## src/design/ukv_pkg.sv

```systemverilog
`timescale 1ns / 1ps
`default_nettype none

package ukv_pkg;

    // Default table shape
    localparam int CAPACITY_DEF   = 16;
    localparam int KEY_BITS_DEF   = 32;
    localparam int VALUE_BITS_DEF = 32;

    // Port field widths
    localparam int ACTION_W   = 2;
    localparam int KEY_W      = 32;
    localparam int VALUE_W    = 32;
    localparam int POSITION_W = 4;
    localparam int STATUS_W   = 3;
    localparam int COUNT_W    = 5;
    localparam int IN_DATA_W  = 72;
    localparam int OUT_DATA_W = 48;

    typedef enum logic [ACTION_W-1:0] {
        ACT_INSERT = 2'd0,
        ACT_ERASE  = 2'd1,
        ACT_LOOKUP = 2'd2,
        ACT_CLEAR  = 2'd3
    } action_t;

    typedef enum logic [STATUS_W-1:0] {
        ST_OK           = 3'd0,
        ST_DUPLICATE    = 3'd1,
        ST_FULL         = 3'd2,
        ST_BAD_POSITION = 3'd3,
        ST_NOT_FOUND    = 3'd4
    } status_t;

    typedef enum logic [1:0] {
        S_IDLE,
        S_SCAN,
        S_SHIFT,
        S_DONE
    } state_t;

endpackage

`default_nettype wire

```

## src/design/ukv_mem.sv

```systemverilog
`timescale 1ns / 1ps
`default_nettype none

module ukv_mem
    import ukv_pkg::*;
#(
    parameter int DEPTH      = CAPACITY_DEF,
    parameter int KEY_BITS   = KEY_BITS_DEF,
    parameter int VALUE_BITS = VALUE_BITS_DEF,
    localparam int AW        = $clog2(DEPTH)
)(
    input  wire logic                  clk,
    input  wire logic                  wr_en,
    input  wire logic [AW-1:0]         wr_addr,
    input  wire logic [KEY_BITS-1:0]   wr_key,
    input  wire logic [VALUE_BITS-1:0] wr_value,
    input  wire logic [AW-1:0]         rd_addr,
    output logic      [KEY_BITS-1:0]   rd_key,
    output logic      [VALUE_BITS-1:0] rd_value
);

    logic [KEY_BITS-1:0]   key_mem   [DEPTH];
    logic [VALUE_BITS-1:0] value_mem [DEPTH];

    // Write one entry
    always_ff @(posedge clk)
    begin
        if (wr_en)
        begin
            key_mem[wr_addr]   <= wr_key;
            value_mem[wr_addr] <= wr_value;
        end
    end

    // Registered read
    always_ff @(posedge clk)
    begin
        rd_key   <= key_mem[rd_addr];
        rd_value <= value_mem[rd_addr];
    end

endmodule

`default_nettype wire

```

## src/design/unique_key_value_table.sv

```systemverilog
`timescale 1ns / 1ps
`default_nettype none
// Packed key/value table kept in insertion order.
// Input stream s_*: one request per item (insert, erase at position, lookup,
// clear). Output stream m_*: exactly one result per request, in order, with
// status, lookup hit and value, entry count and empty flag.
// Entries live in a memory with a registered read. Insert and lookup scan the
// entries one per cycle with the read pipelined against the compare, stopping
// early on a hit; an empty table is not scanned.
// Erase moves later entries down one per cycle through the same memory.
// Clear and a rejected erase go straight to the result state.
// One request is worked at a time; s_tready is high whenever the engine is
// idle, even while the previous result still sits in the output register.
// A finished result waits in its state until the output register is free,
// so a stalled receiver holds the engine after at most one more request.
// Reset empties the table at once (count cleared, no memory sweep) and
// drops any pending result; memory contents are never read past the count.

module unique_key_value_table
    import ukv_pkg::*;
#(
    parameter int CAPACITY   = CAPACITY_DEF,
    parameter int KEY_BITS   = KEY_BITS_DEF,
    parameter int VALUE_BITS = VALUE_BITS_DEF
)(
    input  wire logic                  clk,
    input  wire logic                  rst_n,
    input  wire logic                  s_tvalid,
    output logic                       s_tready,
    // action[1:0], key[33:2], value[65:34], position[69:66], zero pad
    input  wire logic [IN_DATA_W-1:0]  s_tdata,
    output logic                       m_tvalid,
    input  wire logic                  m_tready,
    // status[2:0], found[3], found_value[35:4], entry_count[40:36],
    // is_empty[41], zero pad
    output logic      [OUT_DATA_W-1:0] m_tdata
);

    localparam int AW = $clog2(CAPACITY);
    localparam int CW = $clog2(CAPACITY + 1);
    localparam int XW = CW + POSITION_W;

    // Unpack request
    logic [63:0]         in_key_ext;
    logic [63:0]         in_value_ext;
    action_t             in_action;
    logic [POSITION_W-1:0] in_position;

    assign in_action    = action_t'(s_tdata[1:0]);
    assign in_key_ext   = {32'd0, s_tdata[33:2]};
    assign in_value_ext = {32'd0, s_tdata[65:34]};
    assign in_position  = s_tdata[69:66];

    // Control and work registers
    state_t                 state_reg, state_next;
    logic [CW-1:0]          count_reg, count_next;
    logic [CW-1:0]          idx_reg, idx_next;
    logic                   pend_reg, pend_next;
    logic [AW-1:0]          last_reg, last_next;
    logic                   hit_reg, hit_next;
    logic [VALUE_BITS-1:0]  hit_value_reg, hit_value_next;
    action_t                action_reg, action_next;
    logic [KEY_BITS-1:0]    key_reg, key_next;
    logic [VALUE_BITS-1:0]  value_reg, value_next;
    logic [POSITION_W-1:0]  pos_reg, pos_next;

    // Output register
    logic                   out_valid_reg, out_valid_next;
    status_t                out_status_reg, out_status_next;
    logic                   out_found_reg, out_found_next;
    logic [VALUE_W-1:0]     out_value_reg, out_value_next;
    logic [COUNT_W-1:0]     out_count_reg, out_count_next;
    logic                   out_empty_reg, out_empty_next;

    // Memory side
    logic                   wr_en;
    logic [AW-1:0]          wr_addr;
    logic [KEY_BITS-1:0]    wr_key;
    logic [VALUE_BITS-1:0]  wr_value;
    logic [AW-1:0]          rd_addr;
    logic [KEY_BITS-1:0]    rd_key;
    logic [VALUE_BITS-1:0]  rd_value;

    logic                   out_free;
    logic [XW-1:0]          pos_x;
    logic [XW-1:0]          in_pos_x;
    logic [XW-1:0]          count_x;
    logic [CW-1:0]          fin_count;
    logic [CW+COUNT_W-1:0]  fin_count_x;

    ukv_mem #(
        .DEPTH      (CAPACITY),
        .KEY_BITS   (KEY_BITS),
        .VALUE_BITS (VALUE_BITS)
    ) u_mem (
        .clk      (clk),
        .wr_en    (wr_en),
        .wr_addr  (wr_addr),
        .wr_key   (wr_key),
        .wr_value (wr_value),
        .rd_addr  (rd_addr),
        .rd_key   (rd_key),
        .rd_value (rd_value)
    );

    assign out_free = !out_valid_reg || m_tready;
    assign pos_x    = XW'(pos_reg);
    assign in_pos_x = XW'(in_position);
    assign count_x  = XW'(count_reg);
    assign rd_addr  = idx_reg[AW-1:0];
    assign s_tready = (state_reg == S_IDLE);

    // Control registers
    always_ff @(posedge clk or negedge rst_n)
    begin
        if (!rst_n)
        begin
            state_reg     <= S_IDLE;
            count_reg     <= '0;
            out_valid_reg <= 1'b0;
            pend_reg      <= 1'b0;
        end
        else
        begin
            state_reg     <= state_next;
            count_reg     <= count_next;
            out_valid_reg <= out_valid_next;
            pend_reg      <= pend_next;
        end
    end

    // Payload registers
    always_ff @(posedge clk)
    begin
        idx_reg        <= idx_next;
        last_reg       <= last_next;
        hit_reg        <= hit_next;
        hit_value_reg  <= hit_value_next;
        action_reg     <= action_next;
        key_reg        <= key_next;
        value_reg      <= value_next;
        pos_reg        <= pos_next;
        out_status_reg <= out_status_next;
        out_found_reg  <= out_found_next;
        out_value_reg  <= out_value_next;
        out_count_reg  <= out_count_next;
        out_empty_reg  <= out_empty_next;
    end

    // Sequencer: scan, shift, finish
    always_comb
    begin
        state_next      = state_reg;
        count_next      = count_reg;
        idx_next        = idx_reg;
        pend_next       = pend_reg;
        last_next       = last_reg;
        hit_next        = hit_reg;
        hit_value_next  = hit_value_reg;
        action_next     = action_reg;
        key_next        = key_reg;
        value_next      = value_reg;
        pos_next        = pos_reg;
        out_valid_next  = out_valid_reg && !m_tready;
        out_status_next = out_status_reg;
        out_found_next  = out_found_reg;
        out_value_next  = out_value_reg;
        out_count_next  = out_count_reg;
        out_empty_next  = out_empty_reg;
        wr_en           = 1'b0;
        wr_addr         = last_reg - AW'(1);
        wr_key          = rd_key;
        wr_value        = rd_value;
        fin_count       = count_reg;
        fin_count_x     = '0;

        unique case (state_reg)
            S_IDLE:
            begin
                // Take a request
                if (s_tvalid)
                begin
                    action_next    = in_action;
                    key_next       = in_key_ext[KEY_BITS-1:0];
                    value_next     = in_value_ext[VALUE_BITS-1:0];
                    pos_next       = in_position;
                    hit_next       = 1'b0;
                    hit_value_next = '0;
                    pend_next      = 1'b0;
                    idx_next       = '0;
                    state_next     = S_DONE;
                    case (in_action) inside
                        ACT_INSERT, ACT_LOOKUP:
                        begin
                            if (count_reg != '0)
                                state_next = S_SCAN;
                        end
                        ACT_ERASE:
                        begin
                            if (in_pos_x < count_x)
                            begin
                                idx_next   = CW'(in_pos_x + XW'(1));
                                state_next = S_SHIFT;
                            end
                        end
                        default:
                        begin
                        end
                    endcase
                end
            end

            S_SCAN:
            begin
                // Compare the entry read last cycle, issue the next read
                if (pend_reg && rd_key == key_reg)
                begin
                    hit_next       = 1'b1;
                    hit_value_next = rd_value;
                    pend_next      = 1'b0;
                    state_next     = S_DONE;
                end
                else if (idx_reg == count_reg)
                begin
                    pend_next  = 1'b0;
                    state_next = S_DONE;
                end
                else
                begin
                    idx_next  = idx_reg + CW'(1);
                    pend_next = 1'b1;
                end
            end

            S_SHIFT:
            begin
                // Write the entry read last cycle one place down
                if (pend_reg)
                    wr_en = 1'b1;
                if (idx_reg < count_reg)
                begin
                    last_next = idx_reg[AW-1:0];
                    idx_next  = idx_reg + CW'(1);
                    pend_next = 1'b1;
                end
                else
                begin
                    pend_next = 1'b0;
                    if (!pend_reg)
                        state_next = S_DONE;
                end
            end

            S_DONE:
            begin
                // Commit and load the result once the output is free
                if (out_free)
                begin
                    out_status_next = ST_OK;
                    out_found_next  = 1'b0;
                    out_value_next  = '0;
                    case (action_reg)
                        ACT_INSERT:
                        begin
                            if (hit_reg)
                                out_status_next = ST_DUPLICATE;
                            else if (count_reg >= CW'(CAPACITY))
                                out_status_next = ST_FULL;
                            else
                            begin
                                wr_en     = 1'b1;
                                wr_addr   = count_reg[AW-1:0];
                                wr_key    = key_reg;
                                wr_value  = value_reg;
                                fin_count = count_reg + CW'(1);
                            end
                        end
                        ACT_ERASE:
                        begin
                            if (pos_x >= count_x)
                                out_status_next = ST_BAD_POSITION;
                            else
                                fin_count = count_reg - CW'(1);
                        end
                        ACT_LOOKUP:
                        begin
                            if (hit_reg)
                            begin
                                out_found_next = 1'b1;
                                out_value_next = VALUE_W'(hit_value_reg);
                            end
                            else
                                out_status_next = ST_NOT_FOUND;
                        end
                        default:
                            fin_count = '0;
                    endcase
                    fin_count_x    = (CW + COUNT_W)'(fin_count);
                    count_next     = fin_count;
                    out_count_next = fin_count_x[COUNT_W-1:0];
                    out_empty_next = (fin_count == '0);
                    out_valid_next = 1'b1;
                    state_next     = S_IDLE;
                end
            end

            default:
                state_next = S_IDLE;
        endcase
    end

    // Pack result
    assign m_tvalid = out_valid_reg;
    assign m_tdata  = {6'd0, out_empty_reg, out_count_reg, out_value_reg,
                       out_found_reg, out_status_reg};

endmodule

`default_nettype wire

```

## config.mk

```make
export PLATFORM = sky130hd
export DESIGN_NAME = unique_key_value_table
export DESIGN_NICKNAME = d
export VERILOG_FILES = /design/src/design/ukv_pkg.sv /design/src/design/ukv_mem.sv /design/src/design/unique_key_value_table.sv
export SDC_FILE = /design/constraint.sdc
export NUM_CORES = 1
export LEC_CHECK = 0
export ABC_CLOCK_PERIOD_IN_PS = 4550
export BUFFER_PORTS_ARGS = -buffer_cell sky130_fd_sc_hd__buf_2
export CORE_MARGIN = 4
export CORE_UTILIZATION = 50
export DETAILED_ROUTE_END_ITERATION = 10
export MAX_ROUTING_LAYER = met4
export PLACE_DENSITY = 0.69
export SKIP_LAST_GASP = 1
export SYNTH_ARGS = -nofsm -noshare
export SYNTH_HDL_FRONTEND = slang
export SYNTH_SLANG_ARGS = --single-unit
```

## constraint.sdc

```tcl
create_clock -name clk -period 4.55 [get_ports clk]
set_input_delay 0.455 -clock clk [delete_from_list [all_inputs] [get_ports clk]]
set_output_delay 0.455 -clock clk [all_outputs]
set_load 0.02 [all_outputs]
```

After elaboration in Yosys (flattened, before gate mapping)
Memory sizes are Yosys's and may differ from the RTL's. A register that Yosys moved wholly into a read port is not among the register bits. Cells that the tools add are included.

Register bits: 163. Bits in latches: 0. Memory bits (writable): 1024. Memory bits (read-only): 0. Input port bits: 76. Output and inout bits: 50. Memories kept: 2.

Memories: u_mem.key_mem (depth 16, width 32, read ports 1, clocked after memory_dff 1, wr ports 1, RTL line ukv_mem.sv:22) `logic [KEY_BITS-1:0] key_mem [DEPTH];`; u_mem.value_mem (depth 16, width 32, read ports 1, clocked after memory_dff 1, wr ports 1, RTL line ukv_mem.sv:23) `logic [VALUE_BITS-1:0] value_mem [DEPTH];`.

Add/sub/neg operators: 5. $mul: 0. Divide/modulo/power cells: 0. Order comparisons: 4. Equal/unequal tests: 18. Shifts and indexed selects: 0. Muxes and demuxes: 66. Bitwise logic cells: 0. Reduce and logical (&&, ||, !) cells: 21.

Operators by type and width (number): 32-bit two-way mux (12); 32-bit case mux with 2 select lines (1); 5-bit two-way mux (12); 32-bit equality test (1); 5-bit case mux with 3 select lines (2); 2-bit two-way mux (11); 4-bit two-way mux (5); 1-bit two-way mux (17); 2-bit inequality test, second input constant (8); 5-bit by 1-bit adder with 5-bit output, second input constant (2); 2-bit AND reduction (5); 5-bit AND reduction (2); 3-bit case mux with 3 select lines (1); 2-bit equality test, second input constant (4); 2-bit case mux with 4 select lines (1); 2-bit by 1-bit equality test with 1-bit output, second input constant (3); 2-bit zero test (3); 4-bit by 1-bit adder with 5-bit output, second input constant (1); 5-bit equality test (1); 4-bit by 5-bit >= comparator with 1-bit output (1); 5-bit >= comparator, second input constant (1); 5-bit zero test (1); 4-bit by 5-bit < comparator with 1-bit output (1); 5-bit < comparator (1); 14 further kinds (17).

Longest topological paths before layout
Depth after elaboration: 8. Gate-level depth with buffers: 11.

Hierarchy
A second synthesis with hierarchy kept.

Cells, all modules: 2172. Area, all modules: 47144.0 um^2.

By module, submodules not included: ukv_mem (instances 1, cells an instance 1647, area each 39581.7 um^2, seq. area each 32030.7 um^2); unique_key_value_table (instances 1, cells an instance 525, area each 7562.3 um^2, seq. area each 4849.7 um^2).

Worst setup path after synthesis
OpenSTA, ideal clock, no wires.

Kind: reg2reg. Start point: reg action_reg[1]. End point: mem u_mem.key_mem[0][0] (netlist name), enable pin. Arrival: 4.339 ns. Required time: 4.064 ns. Setup slack: -0.275 ns. Stages on the path, launching flop included: 8. Period minus slack after synthesis: 4.825 ns. Cells stage by stage: edfxtp_1 clkbuf_1 nor4_1 nand3_1 buf_2 o21ai_0 nand2_1 nor2_1.

Word-level cells in the longest chain between the ends: 6. Elaborated cells between the ends (all ways): 9.

RTL lines: from (decl) (RTL line unique_key_value_table.sv:62) `action_t action_reg, action_next;`; from (signal assigned) (RTL line unique_key_value_table.sv:139) `action_reg <= action_next;`; 2-bit zero test (*) (RTL line unique_key_value_table.sv:262) `case (action_reg)`; 1-bit two-way mux (RTL line unique_key_value_table.sv:262); 1-bit two-way mux (RTL line unique_key_value_table.sv:257) `if (out_free)`; 1-bit case mux with 2 select lines (RTL line unique_key_value_table.sv:177) `unique case (state_reg)`; 1-bit two-way mux (RTL line ukv_mem.sv:28) `if (wr_en)`; 1-bit two-way mux (implied by the code) (RTL line ukv_mem.sv:30) `key_mem[wr_addr] <= wr_key;`; to (decl) (RTL line ukv_mem.sv:22).

Every way passes the cells marked *; elsewhere a longest branch is shown, timed or not.

Final worst setup path
Start point: reg action_reg[0]. End point: mem u_mem.value_mem[4][27] (netlist name), enable pin.

Word-level cells in the longest chain between the ends: 6. Elaborated cells between the ends (all ways): 9.

RTL lines: 2-bit zero test (*) (RTL line unique_key_value_table.sv:262); 1-bit two-way mux (RTL line unique_key_value_table.sv:262); 1-bit two-way mux (RTL line unique_key_value_table.sv:257); 1-bit case mux with 2 select lines (RTL line unique_key_value_table.sv:177); 1-bit two-way mux (RTL line ukv_mem.sv:28); 1-bit two-way mux (implied by the code) (RTL line ukv_mem.sv:31) `value_mem[wr_addr] <= wr_value;`; to (decl) (RTL line ukv_mem.sv:23).

Marks and branches as above.

==> results_dict.tcl <==
set metrics [dict create \
    dr.pass1.iters 6 \
    antenna_found_initial 8 \
    top_usage_layer "met2" \
    critPathKind "reg -> reg" \
    design_area_sq_um 54500 \
    rows 112 \
    netlist.top_cell.by_area "edfxtp_1" \
    powerDensity_nw_per_um2 646 \
    routedWlPerCell_microns 26.8 \
    first_iter_violations 2275 \
    grt_util_met1_pct 28.7 \
    min_from "s_tdata[5]" \
    synth_top_area_share_pct 74.9 \
    r2r-start "action_reg[0]$_DFFE_PP_" \
    clkSlewWorstSetupHoldPaths_ns 0.06 \
    use_met3_pct 2.89 \
    post-route-period-util_pct 81.4 \
    grtUsageTotal_pct 20.6 \
    dp_hpwl_mm 49.1 \
    rsz0062_at_grt "false" \
    status "finished clean" \
    crit_arrival_ns 4.09 \
    period_needed_ns 3.70 \
    syn_area_per_cell_sq_um 23.3 \
    cts_resized 0 \
    placed_area_sq_um 49800 \
    path_buf_inv 2 \
    die_h_microns 315 \
    portBuffers 117 \
    slew_violations 0 \
    clockBufferDepth 3 \
    ios 126 \
    cts_tree "built" \
    finalSetupViolations 0 \
    clkLatencyLatePin_ns 0.68 \
    core-area_sq_um 93500 \
    grt.met2_usage_pct 32.6 \
    critPathMaxFanout 38 \
    crit_path_start_kind "register" \
    setup_tns_ns 0 \
    hold_class "in -> reg" \
    grt-ovfl-total 0 \
    syn_inst 2032 \
    hold_viol 0 \
    yosys-top-cells-area "edfxtp_1 75%, mux4_2 15%, dfxtp_1 2.7%, mux2_2 1.6%, and2_1 0.87%" \
    drive_above_1_share_pct 31.9 \
    power_leakage_nw 17.5 \
    post-cts-setup-buffers 0 \
    clock_skew_ns 0.0197 \
    path_delay_family "simple AND/OR/NAND/NOR gates" \
    die_x_microns 315 \
    drc 0 \
    ir_drop_mv 0.529 \
    grt_pass1_vias 22300 \
    crit_slowest_cell "a31oi_1" \
    final_common_cell "edfxtp_1" \
    globalplace.congestion 0.813 \
    cts_hold_buf 67 \
    final_cell_mix "1178 x edfxtp_1, 320 x mux4_2, 121 x clkbuf_16, 117 x buf_2" \
    fmax_mhz 270 \
    area_growth_pct 15.3 \
    synth_edf_count 1178 \
    post-route-util_pct 58.3 \
    slew_headroom_pct 26.5 \
    cap_violations 0 \
    syn_area_sq_um 47200 \
    synthArstFlopShare_pct 0.719 \
    reg2reg_setup_slack_ns 0.85 \
    num_vias 21300 \
    ys_ff_latch 1251 \
    grt_max_degree 158 \
    multi_input_area_sq_um 10000 \
    endpoint_kind "register" \
    clock_sinks 1251 \
    synthDistinctLibCells 52 \
    start_util_pct 50.5 \
    place_ws_ns 0.855 \
    ctsRootBufferMaster "clkbuf_16" \
    viasPerCell 5.84 \
    synth_seq_area_share_pct 78.1 \
    htreeDepth 3 \
    yosys_warnings 0 \
    synth_ff_type "edfxtp_1" \
    cp-startpoint "action_reg[0]$_DFFE_PP_" \
    worstPathCellList "nor4_1 -> nand3_4 -> buf_4 -> a31oi_1 -> nor2_4 -> buf_12" \
    nets 2387 \
    ant_nets 0 \
    fill_cells 6561 \
    setup_slack_ns 0.846 \
    critPathRequiredTime_ns 4.94 \
    cts_buffers 119 \
    reg.largest.list "u_mem.key_mem (512), u_mem.value_mem (512)" \
    drt_wl_total_mm 97.7 \
    regArea_sq_um 36900 \
    slowest_delay_ns 0.88 \
    grt_pass1_wl_mm 146 \
    worst_pin_slew_ns 1.10 \
    die_area_sq_um 99500 \
]
synthesized netlist by cell type, drive strengths merged (3+ instances only):
| library cell | instances |
|---|---|
| nor2b | 3 |
| nor2 | 32 |
| xnor2 | 11 |
| dfrtp | 9 |
| a21o | 5 |
| xor2 | 30 |
| inv | 20 |
| nor4 | 8 |
| clkbuf | 47 |
| o22ai | 5 |
| nand2b | 6 |
| and2 | 66 |
| dfxtp | 64 |
| buf | 51 |
| a31oi | 6 |
| o21ai | 8 |
| ha | 22 |
| nor3 | 8 |
| mux4 | 320 |
| edfxtp | 1178 |
| nand2 | 20 |
| mux2 | 68 |
| nand3 | 8 |
| a21oi | 4 |
| nand4 | 3 |
report_power, final:
part           total (mW)  internal (mW)  switching, mW
combinational        9.12           3.98           5.14
sequential           16.1           15.5          0.530
clock                10.0           5.90           4.13
total                35.2           25.4           9.80
final cells by class:
type,instances,share of cell area (%)
inverters,20,0.138
flip-flops and latches,1251,67.7
repair buffers,229,3.50
well taps,1254,2.88
diodes,3,0.0138
clock inverters,71,1.42
multi-input cells,668,18.4
clock buffers,154,5.99
routing by layer:
layer,vias up,share of wire (%),routed length (microns)
li1,9039,-,-
met1,11300,41,40500
met2,802,50,48500
met3,150,6.8,6620
met4,0,2.1,2040
met5,-,0,0
kinds of logic after synthesis:
family / Yosys count / synth area share (%)
AOI/OAI and AO/OA: 45 / 0.694
adders and majority gates: 22 / 0.583
DFF: 1251 / 78.1
muxes: 389 / 16.9
other: 1 / 0.00794
buffers and inverters: 118 / 1.09
xor gates and xnor gates: 41 / 0.760
and+or+nand+nor: 165 / 1.90
final timing paths:
check | cells after the start | endpoint
max | 6 | u_mem.value_mem[4][27]$_DFFE_PP_
max in group asynchronous | 2 | count_reg[4]$_DFFE_PN0P_
min | 1 | key_reg[3]$_DFFE_PP_
min reg2reg | 1 | out_value_reg[24]$_SDFFCE_PN0P_
max reg2reg | 6 | u_mem.value_mem[4][27]$_DFFE_PP_
min in group asynchronous | 2 | state_reg[1]$_DFFE_PN0P_
metrics by stage:
| stage | power, mW | hold slack, ns | instances |
|---|---|---|---|
| 2_1_floorplan | 22.8 | 0.159 | 2037 |
| 3_3_place_gp | 25.1 | 0.328 | 3355 |
| 3_5_place_dp | 25.5 | 0.332 | 3355 |
| 4_1_cts | 35.6 | 0.00309 | 3647 |
| 5_1_grt | 36.8 | 0.0139 | 3650 |
| 6_report | 35.2 | 0.0351 | 3650 |
Note: power is estimated with default switching activity, not from simulation.
